==> src/rtl/core/lprf_pkg.sv <==
// Package for the length-prefixed record FIFO.
// Holds the store sizing, command/status codes and the controller-datapath interface types.
`timescale 1ns / 1ps

package lprf_pkg;

    localparam int STORE_DEPTH = 4096;
    localparam int PTR_W       = $clog2(STORE_DEPTH);
    localparam int SIZE_W      = PTR_W + 1;
    localparam int CFG_W       = 13;
    localparam int CNT_W       = 13;
    localparam int BYTE_W      = 8;

    typedef enum logic [1:0] {
        CMD_BEGIN_PUT = 2'd0,
        CMD_PUT_BYTE  = 2'd1,
        CMD_GET       = 2'd2,
        CMD_CLEAR     = 2'd3
    } t_cmd;

    typedef enum logic [1:0] {
        ST_OK    = 2'd0,
        ST_FULL  = 2'd1,
        ST_EMPTY = 2'd2,
        ST_SEQ   = 2'd3
    } t_status;

    typedef enum logic [3:0] {
        OP_NONE,
        OP_LATCH,
        OP_BEGIN_PUT,
        OP_PUT_BYTE,
        OP_CLEAR,
        OP_REJ_SEQ,
        OP_REJ_FULL,
        OP_REJ_EMPTY,
        OP_RD_LEN,
        OP_RD_DATA,
        OP_LEN_TAKE,
        OP_LEN_ZERO,
        OP_DATA_TAKE
    } t_op;

    typedef struct packed {
        t_cmd cmd;
        logic put_open;
        logic get_open;
        logic count_nz;
        logic fits;
        logic q_zero;
    } t_dp_status;

endpackage

==> src/rtl/core/lprf_ctrl.sv <==
// Controller state machine for the length-prefixed record FIFO.
// Sequences each transaction and drives datapath operations; uses lprf_pkg.
`timescale 1ns / 1ps

module lprf_ctrl (
    input  logic                  i_clk,
    input  logic                  i_rst_n,
    input  logic                  start,
    output logic                  busy,
    input  lprf_pkg::t_dp_status  i_st,
    output lprf_pkg::t_op         o_op,
    output logic                  o_done
);

    typedef enum logic [3:0] {
        S_IDLE = 4'b0001,
        S_EXEC = 4'b0010,
        S_LEN  = 4'b0100,
        S_DATA = 4'b1000
    } t_state;

    t_state r_state, n_state;
    logic   r_done, n_done;
    lprf_pkg::t_op op;

    always_comb begin
        n_state = r_state;
        n_done  = 1'b0;
        op      = lprf_pkg::OP_NONE;
        unique case (r_state)
            S_IDLE: begin
                if (start) begin
                    op      = lprf_pkg::OP_LATCH;
                    n_state = S_EXEC;
                end
            end
            S_EXEC: begin
                n_state = S_IDLE;
                n_done  = 1'b1;
                unique case (i_st.cmd)
                    lprf_pkg::CMD_BEGIN_PUT: begin
                        if (i_st.put_open) begin
                            op = lprf_pkg::OP_REJ_SEQ;
                        end else if (!i_st.fits) begin
                            op = lprf_pkg::OP_REJ_FULL;
                        end else begin
                            op = lprf_pkg::OP_BEGIN_PUT;
                        end
                    end
                    lprf_pkg::CMD_PUT_BYTE: begin
                        op = i_st.put_open ? lprf_pkg::OP_PUT_BYTE : lprf_pkg::OP_REJ_SEQ;
                    end
                    lprf_pkg::CMD_GET: begin
                        if (i_st.get_open) begin
                            op      = lprf_pkg::OP_RD_DATA;
                            n_state = S_DATA;
                            n_done  = 1'b0;
                        end else if (i_st.count_nz) begin
                            op      = lprf_pkg::OP_RD_LEN;
                            n_state = S_LEN;
                            n_done  = 1'b0;
                        end else begin
                            op = lprf_pkg::OP_REJ_EMPTY;
                        end
                    end
                    lprf_pkg::CMD_CLEAR: begin
                        op = lprf_pkg::OP_CLEAR;
                    end
                    default: begin
                        op = lprf_pkg::OP_CLEAR;
                    end
                endcase
            end
            S_LEN: begin
                if (i_st.q_zero) begin
                    op      = lprf_pkg::OP_LEN_ZERO;
                    n_state = S_IDLE;
                    n_done  = 1'b1;
                end else begin
                    op      = lprf_pkg::OP_LEN_TAKE;
                    n_state = S_DATA;
                end
            end
            S_DATA: begin
                op      = lprf_pkg::OP_DATA_TAKE;
                n_state = S_IDLE;
                n_done  = 1'b1;
            end
            default: begin
                n_state = S_IDLE;
            end
        endcase
    end

    always_ff @(posedge i_clk) begin
        if (!i_rst_n) begin
            r_state <= S_IDLE;
            r_done  <= 1'b0;
        end else begin
            r_state <= n_state;
            r_done  <= n_done;
        end
    end

    assign busy   = (r_state != S_IDLE);
    assign o_op   = op;
    assign o_done = r_done;

endmodule

==> config.mk <==
export PLATFORM = sky130hd
export DESIGN_NAME = lprf_ctrl
export DESIGN_NICKNAME = d
export VERILOG_FILES = /design/src/rtl/core/lprf_pkg.sv /design/src/rtl/core/lprf_ctrl.sv
export SDC_FILE = /design/constraint.sdc
export NUM_CORES = 1
export LEC_CHECK = 0
export BUFFER_PORTS_ARGS = -buffer_cell sky130_fd_sc_hd__buf_2
export CAP_MARGIN = 20
export CORE_AREA = 8 8 45 47
export CTS_BUF_LIST = sky130_fd_sc_hd__clkbuf_4 sky130_fd_sc_hd__clkbuf_8
export CTS_CLUSTER_SIZE = 20
export DETAILED_ROUTE_END_ITERATION = 6
export DIE_AREA = 0 0 53 55
export PLACE_DENSITY_LB_ADDON = 0.15
export REMOVE_ABC_BUFFERS = 1
export SYNTH_ARGS = -nofsm -noshare
export SYNTH_HDL_FRONTEND = slang
export SYNTH_SLANG_ARGS = --single-unit
export TNS_END_PERCENT = 1
==> constraint.sdc <==
create_clock -name i_clk -period 1.4 [get_ports i_clk]
set_clock_uncertainty 0.1 [all_clocks]
set_input_delay 0.21 -clock i_clk [delete_from_list [all_inputs] [get_ports i_clk]]
set_output_delay 0.21 -clock i_clk [all_outputs]
set_load 0.05 [all_outputs]
==> report_table.html <==
<table>
<tr><th>Metric</th><th>Value</th></tr>
<tr><th colspan="2">Placement</th></tr>
<tr><td>Placer congestion estimate</td><td>0.829</td></tr>
<tr><td>Total placed cells including tap cells</td><td>90</td></tr>
<tr><td>Port-buffer cells</td><td>15</td></tr>
<tr><td>DPL Wire Length</td><td>937 microns</td></tr>
<tr><th colspan="2">Floorplanning</th></tr>
<tr><td>Starting utilization of the core area</td><td>26.7%</td></tr>
<tr><td>Die width</td><td>53 microns</td></tr>
<tr><td>Number of rows created at floorplan</td><td>14</td></tr>
<tr><td>Die footprint</td><td>2920 sq um</td></tr>
<tr><td>I/O pin count</td><td>16</td></tr>
<tr><td>Core footprint</td><td>1380 sq um</td></tr>
<tr><td>Die span in y</td><td>55 microns</td></tr>
<tr><th colspan="2">STA</th></tr>
<tr><td>Tmin final</td><td>1.94 ns</td></tr>
<tr><td>Max-slew violation count</td><td>0</td></tr>
<tr><td>Period utilisation layout</td><td>139%</td></tr>
<tr><td>Setup ws final</td><td>-0.543 ns</td></tr>
<tr><td>Final count of negative-setup-slack endpoints</td><td>8</td></tr>
<tr><td>Final-report hold violation count</td><td>0</td></tr>
<tr><td>Pin slew with the least headroom to its limit</td><td>0.316 ns</td></tr>
<tr><td>Sum of negative setup slack</td><td>-2.58 ns</td></tr>
<tr><td>Relative slew slack</td><td>78.9%</td></tr>
<tr><td>Setup repair after global routing missed its margin</td><td>true</td></tr>
<tr><td>Highest Clock Rate</td><td>0.515 GHz</td></tr>
<tr><th colspan="2">Power</th></tr>
<tr><td>Cell leakage power</td><td>0.000333 uW</td></tr>
<tr><td>VDD IR-drop max</td><td>468 uV</td></tr>
<tr><td>Cell area power density</td><td>689 nW/um^2</td></tr>
<tr><th colspan="2">Global routing</th></tr>
<tr><td>Antenna violations before repair</td><td>0</td></tr>
<tr><td>Total track usage</td><td>8.63%</td></tr>
<tr><td>Pin count of the biggest net entering global routing</td><td>7</td></tr>
<tr><td>Number of global-route vias before repair</td><td>475</td></tr>
<tr><td>GRT overflow</td><td>0</td></tr>
<tr><td>First-pass GRT wire length</td><td>1.88 mm</td></tr>
<tr><th colspan="2">Detailed routing</th></tr>
<tr><td>Antenna-violating nets left</td><td>0</td></tr>
<tr><td>Iter 0 DRT Violations</td><td>6</td></tr>
<tr><td>Wirelength, routed</td><td>1.30 mm</td></tr>
<tr><td>Number of remaining DRC errors</td><td>0</td></tr>
<tr><td>Number of iterations in the first detailed-routing pass</td><td>4</td></tr>
<tr><td>Wire per inst</td><td>13.6 microns</td></tr>
<tr><td>Routed vias/inst</td><td>5.00</td></tr>
<tr><td>Via count</td><td>475</td></tr>
<tr><th colspan="2">Worst setup path</th></tr>
<tr><td>Number of cells traversed by the worst register-to-register path</td><td>6</td></tr>
<tr><td>Worst setup path category</td><td>flip-flop to primary output</td></tr>
<tr><td>Worst Path Arrival</td><td>1.63 ns</td></tr>
<tr><td>CP endpoint kind</td><td>primary output</td></tr>
<tr><td>Max FO, Critical Path</td><td>4</td></tr>
<tr><td>Worst setup SP type</td><td>flip-flop</td></tr>
<tr><td>Req. time, crit path</td><td>1.09 ns</td></tr>
<tr><th colspan="2">Final layout</th></tr>
<tr><td>Share of layout cells above drive strength 1</td><td>68.4%</td></tr>
<tr><td>Post-route insts no fill</td><td>95</td></tr>
<tr><td>Total of fill cells in the finished design</td><td>135</td></tr>
<tr><td>Area Overhead vs Synth</td><td>98.6%</td></tr>
<tr><td>Final antenna diode count</td><td>0</td></tr>
<tr><td>Number of nets at the end of the flow</td><td>90</td></tr>
<tr><th colspan="2">Clocking</th></tr>
<tr><td>TritonCTS sink count</td><td>5</td></tr>
<tr><td>Clock-pin slew reported for the worst setup and hold paths after clock tree synthesis</td><td>0.05 ns</td></tr>
<tr><td>Clock tree from TritonCTS</td><td>done</td></tr>
<tr><td>Number of clock buffers inserted by TritonCTS</td><td>3</td></tr>
<tr><td>Maximum level of the CTS H-tree</td><td>1</td></tr>
<tr><td>Clock insertion delay at the later pin of the skew report</td><td>0.24 ns</td></tr>
<tr><td>Number of hold-repair buffers added at the cts stage</td><td>0</td></tr>
<tr><td>Master cell of the clock root buffer</td><td>sky130_fd_sc_hd__clkbuf_4</td></tr>
<tr><td>Buffer levels on the longest clock path</td><td>2</td></tr>
<tr><th colspan="2">Min path</th></tr>
<tr><td>Hold Path Depth</td><td>3</td></tr>
<tr><td>Classification of the worst-slack hold path</td><td>primary input to flip-flop</td></tr>
<tr><th colspan="2">Yosys</th></tr>
<tr><td>Post-synthesis sequential element count</td><td>5</td></tr>
<tr><td>Combined area of all synthesized cells</td><td>369 sq um</td></tr>
<tr><td>Post-Syn Instances</td><td>44</td></tr>
<tr><td>Count of unique library cells instantiated by Yosys</td><td>22</td></tr>
<tr><td>Number of warnings reported in the yosys synthesis log</td><td>0</td></tr>
<tr><td>Register area share after synthesis</td><td>27.1%</td></tr>
<tr><td>Synthesized area per cell</td><td>8.39 sq um</td></tr>
<tr><th colspan="2">Run status</th></tr>
<tr><td>Run status</td><td>finished with violations</td></tr>
<tr><td>Violated checks</td><td>negative setup slack</td></tr>
<tr><th colspan="2">Run</th></tr>
<tr><td>Number of max-cap violations</td><td>0</td></tr>
</table>
[path summary, 6_finish.rpt]
check	from	end	slack [ns]
worst max-delay path	r_state[3]$_SDFFE_PN0P_	o_op[3]	-0.54
worst max register to register	r_state[2]$_SDFFE_PN0P_	r_state[3]$_SDFFE_PN0P_	-0.12
worst min register to register	r_state[2]$_SDFFE_PN0P_	r_state[2]$_SDFFE_PN0P_	0.50
worst min-delay path	start	r_state[1]$_SDFFE_PN0P_	0.10
[what timing repair did]
item,in CTS,in global routing
resized for setup,14,15
endpoints found under the setup margin,7,9
pin swaps,4,2
buffers inserted,0,1
[Yosys cell counts]
cell type | count | area (sq um)
sky130_fd_sc_hd__nand3_1 | 2 | 10.0
sky130_fd_sc_hd__or3b_2 | 1 | 8.76
sky130_fd_sc_hd__nor4b_1 | 2 | 17.5
sky130_fd_sc_hd__a21oi_1 | 2 | 10.0
sky130_fd_sc_hd__o32ai_1 | 1 | 8.76
sky130_fd_sc_hd__a31oi_1 | 1 | 6.26
sky130_fd_sc_hd__and3b_1 | 1 | 8.76
sky130_fd_sc_hd__o22a_1 | 1 | 8.76
sky130_fd_sc_hd__nor2_1 | 3 | 11.3
sky130_fd_sc_hd__nand2_1 | 4 | 15.0
sky130_fd_sc_hd__or4b_4 | 1 | 13.8
sky130_fd_sc_hd__o311ai_2 | 2 | 32.5
sky130_fd_sc_hd__o311a_2 | 1 | 11.3
sky130_fd_sc_hd__dfxtp_1 | 5 | 100
sky130_fd_sc_hd__or4b_1 | 2 | 20.0
sky130_fd_sc_hd__o21ai_1 | 2 | 10.0
sky130_fd_sc_hd__nor2b_1 | 6 | 37.5
sky130_fd_sc_hd__a32oi_1 | 1 | 8.76
sky130_fd_sc_hd__or2b_2 | 1 | 8.76
sky130_fd_sc_hd__inv_1 | 3 | 11.3
sky130_fd_sc_hd__nor3_1 | 1 | 5.00
sky130_fd_sc_hd__o21ai_0 | 1 | 5.00
[cell type report]
| cell class | instances | area, sq um | area share [%] |
|---|---|---|---|
| clock buffers | 4 | 30.0 | 4.10 |
| inverters | 3 | 11.3 | 1.54 |
| multi-input cells | 36 | 330 | 45.1 |
| flip-flops and latches | 5 | 104 | 14.2 |
| well taps | 16 | 20.0 | 2.73 |
| repair buffers | 31 | 238 | 32.4 |
[critical path, stage by stage, from the launching register on]
cell and delay [ns]:
sky130_fd_sc_hd__dfxtp_1 0.30, sky130_fd_sc_hd__or4b_4 0.59, sky130_fd_sc_hd__o311ai_4 0.29, sky130_fd_sc_hd__buf_6 0.20
[power by group]
group / total, uW / internal [uW] / switching [uW]
logic: 162 / 78.6 / 83.3
registers: 157 / 149 / 8.01
clock network: 186 / 127 / 59.2
[flip-flops by register name, summed over array words and instances, names as in the netlist]
| register | flops |
|---|---|
| o_done | 1 |
| r_state | 4 |
[kinds of logic after synthesis]
logic type / synth area share, %
AO/OA/AOI/OAI: 27.5
flip-flops: 27.1
buffers and inverters: 3.05
AND/OR/NAND/NOR: 42.4
[cell usage in the layout (no fill, tap or decap), types with 3 or more instances in the layout]
master / count
sky130_fd_sc_hd__or4b_4: 3
sky130_fd_sc_hd__buf_4: 13
sky130_fd_sc_hd__inv_1: 3
sky130_fd_sc_hd__nor2b_1: 5
sky130_fd_sc_hd__dfxtp_2: 3
sky130_fd_sc_hd__buf_6: 8
sky130_fd_sc_hd__nand2_1: 4
sky130_fd_sc_hd__buf_2: 10
sky130_fd_sc_hd__clkbuf_4: 4
[metal layers]
metal / up-vias / share of wire, % / global-route usage, % / wire length, microns
li1: 239 / - / - / -
met2: 14 / 52 / 14.3 / 671
met1: 222 / 43 / 9.56 / 561
met3: 0 / 4.8 / 2.41 / 62
met4: 0 / 0 / 5.60 / 0
met5: - / 0 / 0 / 0
[per-stage QoR]
| step | cell area (sq um) | util [%] | total power, uW | worst slack [ns] | hold slack, ns |
|---|---|---|---|---|---|
| finish | 733 | 53.0 | 505 | -0.543 | 0.104 |
| CTS | 667 | 48.2 | 487 | -0.547 | 0.0881 |
| global placement | 577 | 41.7 | 282 | -0.360 | 0.355 |
| global route | 733 | 53.0 | 533 | -0.583 | 0.125 |
| floorplan | 369 | - | 227 | -0.755 | 0.219 |
| detailed placement | 577 | 41.7 | 281 | -0.365 | 0.351 |
Note: power is estimated with default switching activity, not from simulation.
